$ cat src/lgcf_pkg.sv
// Package: shared types, constants and helpers for the leg gait contact scheduler.
`timescale 1ns / 1ps
package lgcf_pkg;

  localparam int unsigned PatternDepth = 4;
  localparam int unsigned PatternLimit = (PatternDepth < 4) ? PatternDepth : 4;

  localparam logic [16:0] OneQ16    = 17'd65536;
  localparam logic [16:0] EarlyQ16  = 17'd58982;
  localparam logic [31:0] FloorZ    = 32'hFFFF_999A; // -26214, i.e. -0.4 m

  // Register indexes
  localparam logic [2:0] RegPhaseStep     = 3'd0;
  localparam logic [2:0] RegPatternLength = 3'd1;
  localparam logic [2:0] RegPatternStates = 3'd2;
  localparam logic [2:0] RegSwitchTime0   = 3'd3;
  localparam logic [2:0] RegSwitchTime1   = 3'd4;
  localparam logic [2:0] RegSwitchTime2   = 3'd5;
  localparam logic [2:0] RegSwitchTime3   = 3'd6;
  localparam logic [2:0] RegPushStep      = 3'd7;

  typedef struct packed {
    logic               mode;
    logic signed [31:0] foot_x;
    logic signed [31:0] foot_y;
    logic signed [31:0] foot_z;
    logic signed [31:0] goal_x;
    logic signed [31:0] goal_y;
    logic signed [31:0] goal_z;
    logic               contact;
  } req_t;

  typedef struct packed {
    logic               in_swing;
    logic [16:0]        progress;
    logic signed [31:0] target_x;
    logic signed [31:0] target_y;
    logic signed [31:0] target_z;
    logic               pushing_down;
    logic signed [31:0] lift_height;
    logic               predicted_swing;
    logic [17:0]        phase_out;
  } rsp_t;

  // Controller to datapath commands
  typedef struct packed {
    logic load_in;
    logic restart;
    logic tick_a;
    logic div_start;
    logic tick_b;
    logic load_out;
  } cmd_t;

  // Datapath to controller status
  typedef struct packed {
    logic mode;
    logic swing;
    logic div_done;
  } sts_t;

  // (idx + 1) mod len, len in 1..4
  function automatic logic [1:0] next_index(input logic [1:0] idx, input logic [2:0] len);
    logic [2:0] m;
    m = {1'b0, idx} + 3'd1;
    for (int k = 0; k < 4; k++) begin
      if (m >= len) m = m - len;
    end
    return m[1:0];
  endfunction

endpackage

$ cat src/lgcf_div.sv
// Serial divider for the Q1.16 progress fraction, one quotient bit per cycle.
`timescale 1ns / 1ps
module lgcf_div (
  input  logic               clk_i,
  input  logic               rst_ni,
  input  logic               start_i,
  input  logic signed [18:0] num_i,
  input  logic signed [17:0] den_i,
  output logic               done_o,
  output logic [16:0]        quot_o
);

  logic        busy_q, busy_d, done_q, done_d;
  logic [4:0]  cnt_q, cnt_d;
  logic [16:0] rem_q, rem_d, ad_q, ad_d, quot_q, quot_d;
  logic [18:0] an;
  logic [17:0] ad;
  logic [17:0] sh;

  assign an = num_i[18] ? 19'(-num_i) : 19'(num_i);
  assign ad = den_i[17] ? 18'(-den_i) : 18'(den_i);
  assign sh = {rem_q, 1'b0};

  // Sort out the special cases at start, then shift and subtract
  always_comb begin
    busy_d = busy_q;
    done_d = done_q;
    cnt_d  = cnt_q;
    rem_d  = rem_q;
    ad_d   = ad_q;
    quot_d = quot_q;
    if (start_i) begin
      done_d = 1'b0;
      busy_d = 1'b0;
      cnt_d  = '0;
      quot_d = '0;
      rem_d  = an[16:0];
      ad_d   = ad[16:0];
      if (den_i == '0) begin
        quot_d = lgcf_pkg::OneQ16;
        done_d = 1'b1;
      end else if (num_i == '0 || (num_i[18] != den_i[17])) begin
        done_d = 1'b1;
      end else if (an >= {1'b0, ad}) begin
        quot_d = lgcf_pkg::OneQ16;
        done_d = 1'b1;
      end else begin
        busy_d = 1'b1;
      end
    end else if (busy_q) begin
      if (sh >= {1'b0, ad_q}) begin
        rem_d  = 17'(sh - {1'b0, ad_q});
        quot_d = {quot_q[15:0], 1'b1};
      end else begin
        rem_d  = sh[16:0];
        quot_d = {quot_q[15:0], 1'b0};
      end
      cnt_d = cnt_q + 5'd1;
      if (cnt_q == 5'd15) begin
        busy_d = 1'b0;
        done_d = 1'b1;
      end
    end
  end

  always_ff @(posedge clk_i or negedge rst_ni) begin
    if (!rst_ni) begin
      busy_q <= 1'b0;
      done_q <= 1'b0;
      cnt_q  <= '0;
    end else begin
      busy_q <= busy_d;
      done_q <= done_d;
      cnt_q  <= cnt_d;
    end
  end

  always_ff @(posedge clk_i) begin
    rem_q  <= rem_d;
    ad_q   <= ad_d;
    quot_q <= quot_d;
  end

  assign done_o = done_q;
  assign quot_o = quot_q;

endmodule

$ cat src/lgcf_datapath.sv
// Datapath: configuration, gait state, targets, prediction and result register.
`timescale 1ns / 1ps
module lgcf_datapath (
  input  logic             clk_i,
  input  logic             rst_ni,
  input  logic             cfg_we_i,
  input  logic [2:0]       cfg_idx_i,
  input  logic [16:0]      cfg_wdata_i,
  input  lgcf_pkg::req_t   req_i,
  input  lgcf_pkg::cmd_t   cmd_i,
  output lgcf_pkg::sts_t   sts_o,
  output lgcf_pkg::rsp_t   rsp_o
);

  // Configuration
  logic [16:0] phase_step_q;
  logic [2:0]  pat_len_q;
  logic [3:0]  pat_states_q;
  logic [16:0] sw_time_q [4];
  logic [15:0] push_step_q;

  // Gait state
  logic [17:0] phase_q, phase_d;
  logic        swing_q, swing_d, old_swing_q, old_swing_d;
  logic [1:0]  idx_q, idx_d;
  logic [16:0] start_q, start_d, end_q, end_d;
  logic        started_q, started_d, push_q, push_d;
  logic [31:0] held_q [3];
  logic [31:0] held_d [3];
  logic [31:0] goal_q [3];
  logic [31:0] goal_d [3];
  logic [31:0] lift_q, lift_d;
  lgcf_pkg::req_t req_q;
  lgcf_pkg::rsp_t rsp_q;

  logic [2:0]  eff_len;
  logic [16:0] eff_step;
  logic [17:0] phase_n, pred_p;
  logic [1:0]  seg_idx;
  logic        pred;
  logic        div_done;
  logic [16:0] quot;
  logic signed [18:0] num;
  logic signed [17:0] den;

  assign eff_len  = (pat_len_q == 3'd0) ? 3'd1 :
                    (pat_len_q > 3'(lgcf_pkg::PatternLimit)) ?
                    3'(lgcf_pkg::PatternLimit) : pat_len_q;
  assign eff_step = (phase_step_q > lgcf_pkg::OneQ16) ? lgcf_pkg::OneQ16 : phase_step_q;
  assign phase_n  = phase_q + {1'b0, eff_step};
  assign seg_idx  = lgcf_pkg::next_index(idx_q, eff_len);

  assign num = $signed({1'b0, phase_q}) - $signed({2'b0, start_q});
  assign den = $signed({1'b0, end_q}) - $signed({1'b0, start_q});

  lgcf_div u_div (
    .clk_i  (clk_i),
    .rst_ni (rst_ni),
    .start_i(cmd_i.div_start),
    .num_i  (num),
    .den_i  (den),
    .done_o (div_done),
    .quot_o (quot)
  );

  // Predict the pattern state for the next tick
  always_comb begin
    logic found;
    found  = 1'b0;
    pred   = 1'b0;
    pred_p = phase_n;
    if (pred_p > {1'b0, lgcf_pkg::OneQ16}) pred_p = 18'(pred_p - {1'b0, lgcf_pkg::OneQ16});
    for (int i = 0; i < 4; i++) begin
      if (!found && 3'(i) < eff_len && pred_p <= {1'b0, sw_time_q[i]}) begin
        found = 1'b1;
        pred  = pat_states_q[i];
      end
    end
  end

  // Advance the gait state under controller commands
  always_comb begin
    logic [17:0] ph;
    phase_d     = phase_q;
    swing_d     = swing_q;
    old_swing_d = old_swing_q;
    idx_d       = idx_q;
    start_d     = start_q;
    end_d       = end_q;
    started_d   = started_q;
    push_d      = push_q;
    lift_d      = lift_q;
    held_d      = held_q;
    goal_d      = goal_q;
    ph          = phase_q;
    if (cmd_i.restart) begin
      phase_d   = '0;
      idx_d     = '0;
      start_d   = '0;
      end_d     = sw_time_q[0];
      if (swing_q) held_d = goal_q;
      swing_d   = pat_states_q[0];
      started_d = 1'b0;
      push_d    = 1'b0;
    end
    if (cmd_i.tick_a) begin
      if (!started_q) begin
        goal_d[0] = req_q.goal_x;
        goal_d[1] = req_q.goal_y;
        goal_d[2] = req_q.goal_z;
        held_d    = goal_d;
        started_d = 1'b1;
      end
      phase_d     = phase_n;
      old_swing_d = swing_q;
      push_d      = 1'b0;
      if (!swing_q && phase_n >= {1'b0, end_q}) begin
        lift_d  = req_q.foot_z;
        idx_d   = seg_idx;
        start_d = (phase_n > {1'b0, lgcf_pkg::OneQ16}) ?
                  17'(phase_n - {1'b0, lgcf_pkg::OneQ16}) : phase_n[16:0];
        end_d   = sw_time_q[seg_idx];
        swing_d = 1'b1;
      end
    end
    if (cmd_i.tick_b) begin
      if (old_swing_q &&
          ((quot > lgcf_pkg::EarlyQ16 && req_q.contact) || quot >= lgcf_pkg::OneQ16)) begin
        swing_d   = 1'b0;
        idx_d     = seg_idx;
        start_d   = (phase_q > {1'b0, lgcf_pkg::OneQ16}) ?
                    17'(phase_q - {1'b0, lgcf_pkg::OneQ16}) : phase_q[16:0];
        end_d     = sw_time_q[seg_idx];
        held_d[0] = req_q.foot_x;
        held_d[1] = req_q.foot_y;
        held_d[2] = req_q.foot_z;
      end
      if (ph > {1'b0, lgcf_pkg::OneQ16}) phase_d = '0;
      if (!swing_d) begin
        if (!req_q.contact && $signed(held_d[2]) > $signed(lgcf_pkg::FloorZ)) begin
          held_d[2] = held_d[2] - {16'b0, push_step_q};
          push_d    = 1'b1;
        end
      end else begin
        goal_d[0] = req_q.goal_x;
        goal_d[1] = req_q.goal_y;
        goal_d[2] = req_q.goal_z;
        held_d    = goal_d;
      end
    end
  end

  // Configuration writes
  always_ff @(posedge clk_i or negedge rst_ni) begin
    if (!rst_ni) begin
      phase_step_q <= 17'd328;
      pat_len_q    <= 3'd2;
      pat_states_q <= 4'd2;
      sw_time_q[0] <= 17'd32768;
      sw_time_q[1] <= lgcf_pkg::OneQ16;
      sw_time_q[2] <= lgcf_pkg::OneQ16;
      sw_time_q[3] <= lgcf_pkg::OneQ16;
      push_step_q  <= 16'd33;
    end else if (cfg_we_i) begin
      unique case (cfg_idx_i)
        lgcf_pkg::RegPhaseStep:     phase_step_q <= cfg_wdata_i;
        lgcf_pkg::RegPatternLength: pat_len_q    <= cfg_wdata_i[2:0];
        lgcf_pkg::RegPatternStates: pat_states_q <= cfg_wdata_i[3:0];
        lgcf_pkg::RegSwitchTime0:   sw_time_q[0] <= cfg_wdata_i;
        lgcf_pkg::RegSwitchTime1:   sw_time_q[1] <= cfg_wdata_i;
        lgcf_pkg::RegSwitchTime2:   sw_time_q[2] <= cfg_wdata_i;
        lgcf_pkg::RegSwitchTime3:   sw_time_q[3] <= cfg_wdata_i;
        lgcf_pkg::RegPushStep:      push_step_q  <= cfg_wdata_i[15:0];
        default: ;
      endcase
    end
  end

  // Gait state registers
  always_ff @(posedge clk_i or negedge rst_ni) begin
    if (!rst_ni) begin
      phase_q     <= '0;
      swing_q     <= 1'b0;
      old_swing_q <= 1'b0;
      idx_q       <= '0;
      start_q     <= '0;
      end_q       <= 17'd32768;
      started_q   <= 1'b0;
      push_q      <= 1'b0;
      lift_q      <= '0;
      for (int i = 0; i < 3; i++) begin
        held_q[i] <= '0;
        goal_q[i] <= '0;
      end
    end else begin
      phase_q     <= phase_d;
      swing_q     <= swing_d;
      old_swing_q <= old_swing_d;
      idx_q       <= idx_d;
      start_q     <= start_d;
      end_q       <= end_d;
      started_q   <= started_d;
      push_q      <= push_d;
      lift_q      <= lift_d;
      held_q      <= held_d;
      goal_q      <= goal_d;
    end
  end

  // Hold the request and the result
  always_ff @(posedge clk_i) begin
    if (cmd_i.load_in) req_q <= req_i;
    if (cmd_i.load_out) begin
      rsp_q.in_swing        <= swing_q;
      rsp_q.progress        <= quot;
      rsp_q.target_x        <= held_q[0];
      rsp_q.target_y        <= held_q[1];
      rsp_q.target_z        <= held_q[2];
      rsp_q.pushing_down    <= push_q;
      rsp_q.lift_height     <= lift_q;
      rsp_q.predicted_swing <= pred;
      rsp_q.phase_out       <= phase_q;
    end
  end

  assign sts_o.mode     = req_q.mode;
  assign sts_o.swing    = swing_q;
  assign sts_o.div_done = div_done;
  assign rsp_o          = rsp_q;

endmodule

$ cat src/lgcf_ctrl.sv
// Controller: sequences one request through update, divide and result steps.
`timescale 1ns / 1ps
module lgcf_ctrl (
  input  logic           clk_i,
  input  logic           rst_ni,
  input  logic           in_valid_i,
  output logic           in_stall_o,
  output logic           out_valid_o,
  input  logic           out_stall_i,
  input  lgcf_pkg::sts_t sts_i,
  output lgcf_pkg::cmd_t cmd_o
);

  typedef enum logic [7:0] {
    S_IDLE  = 8'b0000_0001,
    S_EXEC  = 8'b0000_0010,
    S_DS1   = 8'b0000_0100,
    S_DW1   = 8'b0000_1000,
    S_TICK2 = 8'b0001_0000,
    S_DS2   = 8'b0010_0000,
    S_DW2   = 8'b0100_0000,
    S_FIN   = 8'b1000_0000
  } state_e;

  state_e state_q, state_d;
  logic   ovalid_q, ovalid_d;

  assign in_stall_o = (state_q != S_IDLE);

  // Next state and commands
  always_comb begin
    state_d  = state_q;
    cmd_o    = '0;
    ovalid_d = ovalid_q && out_stall_i;
    unique case (state_q)
      S_IDLE: begin
        if (in_valid_i) begin
          cmd_o.load_in = 1'b1;
          state_d       = S_EXEC;
        end
      end
      S_EXEC: begin
        if (sts_i.mode) begin
          cmd_o.restart = 1'b1;
          state_d       = S_DS2;
        end else begin
          cmd_o.tick_a = 1'b1;
          state_d      = sts_i.swing ? S_DS1 : S_TICK2;
        end
      end
      S_DS1: begin
        cmd_o.div_start = 1'b1;
        state_d         = S_DW1;
      end
      S_DW1: if (sts_i.div_done) state_d = S_TICK2;
      S_TICK2: begin
        cmd_o.tick_b = 1'b1;
        state_d      = S_DS2;
      end
      S_DS2: begin
        cmd_o.div_start = 1'b1;
        state_d         = S_DW2;
      end
      S_DW2: if (sts_i.div_done) state_d = S_FIN;
      S_FIN: begin
        if (!ovalid_q || !out_stall_i) begin
          cmd_o.load_out = 1'b1;
          ovalid_d       = 1'b1;
          state_d        = S_IDLE;
        end
      end
      default: state_d = S_IDLE;
    endcase
  end

  always_ff @(posedge clk_i or negedge rst_ni) begin
    if (!rst_ni) begin
      state_q  <= S_IDLE;
      ovalid_q <= 1'b0;
    end else begin
      state_q  <= state_d;
      ovalid_q <= ovalid_d;
    end
  end

  assign out_valid_o = ovalid_q;

endmodule

$ cat src/leg_gait_contact_fsm.sv
// Top level of the per-leg stance/swing gait scheduler.
//
// Usage:
//   One request per control tick on the input channel (valid/stall); one result
//   per request on the output channel (valid/stall), in order.
//   mode=0 advances the gait phase one tick; mode=1 restarts the pattern.
//   Configuration registers must be written through cfg_we_i/cfg_idx_i/cfg_wdata_i
//   only while the block is idle (the block does not enforce it); writes take effect at once.
// Sequence:
//   A stance tick runs one progress divide, a swing tick runs two and a restart
//   runs one; a zero, negative or full progress fraction skips a divider run.
//   One request is in flight at a time and the next is taken only after the
//   result loads and the controller returns to idle; the serial progress
//   divider, run once or twice per request, sets this pace.
// Reset:
//   rst_ni clears the gait state to stance at phase zero and loads the register
//   defaults. No clearing pass is needed.
// Stall:
//   A finished result holds in the output register while out_stall_i is high;
//   the next request may be accepted and worked on meanwhile, and it waits to
//   load until the output register frees.
`timescale 1ns / 1ps
module leg_gait_contact_fsm (
  input  logic           clk_i,
  input  logic           rst_ni,
  input  logic           in_valid_i,
  output logic           in_stall_o,
  input  lgcf_pkg::req_t in_req_i,
  output logic           out_valid_o,
  input  logic           out_stall_i,
  output lgcf_pkg::rsp_t out_rsp_o,
  input  logic           cfg_we_i,
  input  logic [2:0]     cfg_idx_i,
  input  logic [16:0]    cfg_wdata_i
);

  lgcf_pkg::cmd_t cmd;
  lgcf_pkg::sts_t sts;

  lgcf_ctrl u_ctrl (
    .clk_i      (clk_i),
    .rst_ni     (rst_ni),
    .in_valid_i (in_valid_i),
    .in_stall_o (in_stall_o),
    .out_valid_o(out_valid_o),
    .out_stall_i(out_stall_i),
    .sts_i      (sts),
    .cmd_o      (cmd)
  );

  lgcf_datapath u_dp (
    .clk_i      (clk_i),
    .rst_ni     (rst_ni),
    .cfg_we_i   (cfg_we_i),
    .cfg_idx_i  (cfg_idx_i),
    .cfg_wdata_i(cfg_wdata_i),
    .req_i      (in_req_i),
    .cmd_i      (cmd),
    .sts_o      (sts),
    .rsp_o      (out_rsp_o)
  );

endmodule

$ cat config.mk
export PLATFORM = sky130hd
export DESIGN_NAME = leg_gait_contact_fsm
export DESIGN_NICKNAME = d
export VERILOG_FILES = /design/src/lgcf_pkg.sv /design/src/lgcf_div.sv /design/src/lgcf_datapath.sv /design/src/lgcf_ctrl.sv /design/src/leg_gait_contact_fsm.sv
export SDC_FILE = /design/constraint.sdc
export NUM_CORES = 1
export LEC_CHECK = 0
export BUFFER_PORTS_ARGS = -buffer_cell sky130_fd_sc_hd__clkbuf_2
export CORE_MARGIN = 3
export CORE_UTILIZATION = 45
export DETAILED_ROUTE_END_ITERATION = 6
export GPL_ROUTABILITY_DRIVEN = 0
export HOLD_SLACK_MARGIN = 0.03
export PLACE_DENSITY = 0.75
export SYNTH_ARGS = -nofsm -noshare
export SYNTH_HDL_FRONTEND = slang
export SYNTH_SLANG_ARGS = --single-unit
export TNS_END_PERCENT = 100
$ cat constraint.sdc
create_clock -name clk_i -period 13.5 [get_ports clk_i]
set_clock_uncertainty 0.1 [all_clocks]
set_input_delay 2.7 -clock clk_i [delete_from_list [all_inputs] [get_ports clk_i]]
set_output_delay 2.7 -clock clk_i [all_outputs]
set_load 0.02 [all_outputs]
==> results.cfg, run 1 <==
[outcome]
status = completed

[die]
row_count = 110
core_um2 = 90100
io_pins = 387
initial_utilization = 0.455
die-area_um2 = 94800
die_x_um = 308
die_height_um = 308

[worst_setup_path]
path_buf_inv = 3
path_max_fanout = 59
path_cells = nor4_1 > a41oi_1 > nor2b_1 > ha_1 > o21ai_0 > a21oi_1 > a311oi_1 > o21ai_0 > a2111oi_0 > a311o_1 > ha_1 > a2111o_1 > o31a_1 > nor3_1 > or4_2 > buf_4 > inv_1 > buf_4 > nand2_1 > nand2_1
critPathRequiredTime_ns = 13.94
cp_slowest_cell = a41oi_1
cp_top_family = compound AO/OA/AOI/OAI gates
crit_path_max_incr_delay_ns = 0.62
cp.arrival_ns = 7.43
crit_type = reg -> reg
crit_path_end_kind = flip-flop
startpoint_type = flip-flop

[sta]
max_freq_mhz = 143
rsz0062_at_grt = no
fin_setup_tns_ns = 0
finalCritPeriodShare = 0.518
setup_viol = 0
min_period_ns = 7.00
finalHoldViolations = 0
setup_ws_ns = 6.50
slew-limit-headroom = 0.156
worstMarginPinSlew_ns = 1.26
slew_violations = 0

[synth]
synth_area_leaders = edfxtp_1 30%, dfrtp_1 24%, ha_1 6.2%, mux2_2 5.4%, nand2_1 2.8%
synth.avg_cell_area_um2 = 11.4
yosys.area.top_type_share = 0.301
synthesis.area_um2 = 41000
syn_inst = 3585
synth-edff-count = 411
synthFlopType = edfxtp_1
yosysSeqAreaShare = 0.549
ys_ff_latch = 817
synth_nets = 4015
yosys.cell_count.top_type = edfxtp_1
ys_warn_count = 0
yosysUniqueCellTypes = 90
yosysTopAreaCell = edfxtp_1
async_reset_ff_frac = 0.497
synth_common_cells = 411 x edfxtp_1, 393 x dfrtp_1, 310 x nand2_1

[clock_network]
clk_pin_slew_ns = 0.06
root_buffer = clkbuf_16
cts_max_level = 3
clockBufferDepth = 3
ctsResizeCount = 0
clock-sinks = 817
hold_buffers = 0
post_cts_buffers = 0
cts_made_buffers = 87
insertion_delay_ns = 0.67
cts_tree = done

[pwr]
pwr_density_cell_nw_per_um2 = 294
peakVddDrop_mv = 0.334
p_leak_nw = 20.1

[grt]
grt-ovfl-total = 0
antenna_found_initial = 23
grt_pass1_vias = 29900
grt_max_degree = 170
grt_pass1_wl_mm = 180
grt_util_all_layers = 0.245

[job]
cap_violations = 0

[cells_and_area]
final_nets = 4378
utilization = 0.526
area_growth_pct = 15.6
fillers = 7555
drive_gt1_frac = 0.213

[placement]
post-dp-hpwl_mm = 82.4
pre_cts_ws_ns = 6.59
port_buffers = 386

[route]
drt_pass1_iterations = 6
vias = 30900
viasPerCell = 5.92
dr.first_iter.drc_count = 3166
drt-total-wl_mm = 119
drc = 0
ant_nets = 0
avgRoutedWirePerCell_um = 22.7

[worst_hold_path]
hp-class = reg -> reg
[path summary, 6_finish.rpt]
| check | startpoint | end | slack, ns | cells past startpoint |
|---|---|---|---|---|
| max reg2reg | u_dp.phase_step_q[3]$_DFFE_PN1P_ | u_dp.lift_q[31]$_DFFE_PN0P_ | 6.50 | 20 |
| max in group asynchronous | rst_ni | u_dp.sw_time_q[25]$_DFFE_PN0P_ | 9.19 | 3 |
| min | u_dp.held_q[85]$_DFF_PN0_ | u_dp.rsp_o[137]$_DFFE_PP_ | 0.35 | 0 |
| max | u_dp.phase_step_q[3]$_DFFE_PN1P_ | u_dp.lift_q[31]$_DFFE_PN0P_ | 6.50 | 20 |
| min reg2reg | u_dp.held_q[85]$_DFF_PN0_ | u_dp.rsp_o[137]$_DFFE_PP_ | 0.35 | 0 |
| min in group asynchronous | rst_ni | u_dp.goal_q[41]$_DFF_PN0_ | 1.90 | 1 |
[power by group]
part	total [mW]	switching, mW	internal (mW)
clock network	2.52	1.05	1.46
registers	3.86	0.490	3.37
logic	7.56	4.26	3.30
total	13.9	5.80	8.14
[cell families (layout without fill, tap and decap cells)]
kind of cell             count (synthesis)  after routing  share of synthesized area
buffers and inverters                  380            816                     0.0360
XOR/XNOR                               115            115                     0.0245
multiplexers                           304            304                     0.0854
adder cells (fa/ha/maj)                211            211                     0.0658
AND/OR/NAND/NOR                        846            846                     0.0988
AO/OA/AOI/OAI                          912            912                      0.141
flip-flops                             817            817                      0.549
other                                    0             17                          0
[flip-flops by register name (all words and copies together), names as in the netlist, 18 cells and up, named ones only]
name            count
u_dp.lift_q        32
u_dp.sw_time_q     68
u_dp.phase_q       18
u_dp.goal_q        96
u_dp.req_q        193
u_dp.held_q        96
u_dp.rsp_o        166
[stage by stage]
| stage | hold slack, ns | cell area, µm² | cells | total power [mW] |
|---|---|---|---|---|
| floorplan | 0.320 | 41000 | 3585 | 9.41 |
| global placement | 0.329 | 44300 | 5035 | 11.1 |
| detailed placement | 0.331 | 44300 | 5035 | 11.3 |
| CTS | 0.340 | 47400 | 5197 | 13.9 |
| global route | 0.354 | 47400 | 5212 | 14.9 |
| finish | 0.346 | 47400 | 5214 | 13.9 |
[cell usage in the layout, fill, tap and decap left out, types with 35 or more instances in the layout]
master / instances
mux2i_1: 88
o22ai_1: 154
a21o_1: 51
clkbuf_16: 89
xor2_1: 52
mux2_2: 198
nand3_1: 43
nor2_1: 202
a21oi_1: 214
clkbuf_2: 385
nand2_1: 307
o21a_1: 41
nand4_1: 42
dfrtp_1: 393
inv_1: 214
ha_1: 203
nor2b_1: 35
buf_4: 52
o21ai_0: 199
nor3_1: 52
edfxtp_1: 411
xnor2_1: 63
[area by class of cell]
| cell class | count | area, µm² | area share |
|---|---|---|---|
| flip-flops and latches | 817 | 22500 | 0.475 |
| repair buffers | 440 | 2370 | 0.0500 |
| multi-input cells | 2388 | 17200 | 0.362 |
| clock inverters | 46 | 646 | 0.0136 |
| diodes | 17 | 42.5 | 0.000897 |
| clock buffers | 116 | 2400 | 0.0506 |
| inverters | 214 | 803 | 0.0169 |
| well taps | 1176 | 1470 | 0.0310 |
[metal layers]
| layer | share of wire | wire length [µm] | vias to the layer above | GRT usage |
|---|---|---|---|---|
| met3 | 0.088 | 10400 | 277 | 0.0536 |
| met1 | 0.42 | 49600 | 15100 | 0.338 |
| met2 | 0.45 | 53300 | 1492 | 0.374 |
| li1 | - | - | 14000 | - |
| met5 | 0.00069 | 82 | - | 0 |
| met4 | 0.044 | 5190 | 12 | 0.106 |
Note: power is estimated with default switching activity, not from simulation.
==> inputs of run 2 (changes only) <==
Settings changed: PLACE_DENSITY 0.75 to 0.78.
Clock period 13.5 ns to 5.65 ns, I/O delays scaled along.
==> results.cfg, run 2 (synthesis gave the netlist of run 1 again) <==
[cells_and_area]
final_nets = 4435
finalNonFillerCells = 5269
final_cell_mix = 411 x edfxtp_1, 393 x dfrtp_1, 385 x clkbuf_2
drive_gt1_frac = 0.232
multi_input_area_um2 = 17400
largest_register_ffs = 193
final_common_cell = edfxtp_1
largest_register = u_dp.req_q
utilization = 0.534
area_growth_pct = 17.3
final-seq-area_um2 = 22500
fillers = 7439

[route]
avgRoutedWirePerCell_um = 22.9
drt_pass1_iterations = 6
viasPerCell = 5.97
dr.first_iter.drc_count = 3587
drt-total-wl_mm = 121
ant_nets = 0
drc = 0
vias = 31400

[grt]
grt_pass1_vias = 30500
grt-ovfl-total = 0
grt_pass1_wl_mm = 181
grt_util_all_layers = 0.246
grt_max_degree = 138
antenna_found_initial = 18

[worst_setup_path]
r2r-start = u_dp.pat_len_q[1]$_DFFE_PN1P_
path_max_fanout = 6
reg2reg_to = u_dp.end_q[16]$_DFF_PN0_
crit_path_end_kind = flip-flop
ff2ff_path_depth = 27
critPathRequiredTime_ns = 6.09
crit_type = reg -> reg
startpoint_type = flip-flop
rrSetupSlack_ns = 0.01
cp.arrival_ns = 6.08
endpoint = u_dp.end_q[16]$_DFF_PN0_
worstSetupStartpoint = u_dp.pat_len_q[1]$_DFFE_PN1P_

[job]
cap_violations = 0

[sta]
max_freq_mhz = 177
setup_ws_ns = 0.0110
worstMarginPinSlew_ns = 1.27
setup_viol = 0
slew_violations = 0
finalCritPeriodShare = 0.998
slew-limit-headroom = 0.150
rsz0062_at_grt = yes
min_period_ns = 5.64
finalHoldViolations = 0

[pwr]
p_int_mw = 21.4
p_leak_nw = 20.5
switchingPower_mw = 14.7
pwr_density_cell_nw_per_um2 = 751
clock_power_share = 0.161
peakVddDrop_mv = 1.17
seqPwrFrac = 0.255
p_sw_frac = 0.407
p_comb_frac = 0.584

[worst_hold_path]
worstHoldStart = u_dp.held_q[85]$_DFF_PN0_
hp-class = reg -> reg

[clock_network]
clock-sinks = 817
root_buffer = clkbuf_16
cts_made_buffers = 86
clockBufferDepth = 3
cts_tree = done
insertion_delay_ns = 0.66
clk_pin_slew_ns = 0.06
cts_max_level = 3

[die]
row_count = 110
die_x_um = 308
core_um2 = 90100
die_height_um = 308
io_pins = 387
initial_utilization = 0.455
die-area_um2 = 94800

[placement]
post-dp-hpwl_mm = 84.0
port_buffers = 386
dp_cells = 5083
pre_cts_ws_ns = -0.114

[outcome]
status = completed
run 2: stage by stage:
stage	setup TNS [ns]	hold slack (ns)	total power, mW	cell area, µm²
finish	0	0.319	36.2	48100
global route	-2.16	0.322	38.5	48100
CTS	-0.0431	0.308	35.5	48000
detailed placement	-1.15	0.330	28.4	45000
global placement	0	0.329	27.8	45000
floorplan	-1.17	0.320	23.0	41200
run 2: routing by layer:
metal | up-vias | GRT usage | routed length (µm)
li1 | 14100 | - | -
met3 | 301 | 0.0534 | 11100
met1 | 15500 | 0.335 | 49300
met5 | - | 0 | 13
met2 | 1541 | 0.381 | 55000
met4 | 2 | 0.107 | 5340
run 2: repair_timing:
action                     in CTS  in global routing
pin swaps                       2                  9
gates resized for setup         5                 39
setup endpoints to repair      15                166
cloned                          1                  0
hold buffers                    0                  0
buffers inserted                4                  5
run 2: worst min path at each step:
stage	endpoint	depth (start not counted)
floorplan	u_dp.rsp_o[52]$_DFFE_PP_	0
finish	u_dp.rsp_o[137]$_DFFE_PP_	0
detailed placement	u_dp.rsp_o[23]$_DFFE_PP_	0
global route	u_dp.rsp_o[137]$_DFFE_PP_	0
CTS	u_dp.rsp_o[137]$_DFFE_PP_	0
global placement	u_dp.rsp_o[119]$_DFFE_PP_	0
run 2: area by class of cell:
type                    count  area share
flip-flops and latches    817       0.468
clock inverters            44      0.0116
well taps                1176      0.0306
multi-input cells        2388       0.362
inverters                 214      0.0167
clock buffers             118      0.0489
diodes                     14    0.000728
repair buffers            498      0.0618
run 2: worst max-delay path, cell delays in order, from the launching register on:
cell	delay [ns]
dfstp_2	0.58
a21oi_4	0.08
ha_4	0.22
nand2b_4	0.13
a21o_1	0.18
a21oi_4	0.19
mux2_4	0.34
ha_4	0.27
o21ai_2	0.04
nand2b_1	0.06
a21o_1	0.19
buf_4	0.14
nor2_1	0.03
a21oi_1	0.23
ha_1	0.34
a21oi_4	0.22
mux2_4	0.34
ha_4	0.22
nand2b_4	0.13
a21o_1	0.17
a21oi_4	0.19
nor2_4	0.06
a21oi_4	0.16
buf_12	0.13
buf_12	0.13
mux4_2	0.51
nand2_2	0.08
o21ai_1	0.06
run 2: power by group through the flow:
stage / clock network [mW] / logic [mW] / registers (mW)
2_1_floorplan: 0 / 14.3 / 8.77
3_3_place_gp: 0 / 18.6 / 9.20
3_5_place_dp: 0 / 19.2 / 9.25
4_1_cts: 5.91 / 20.4 / 9.16
5_1_grt: 6.13 / 23.0 / 9.34
6_report: 5.81 / 21.1 / 9.22
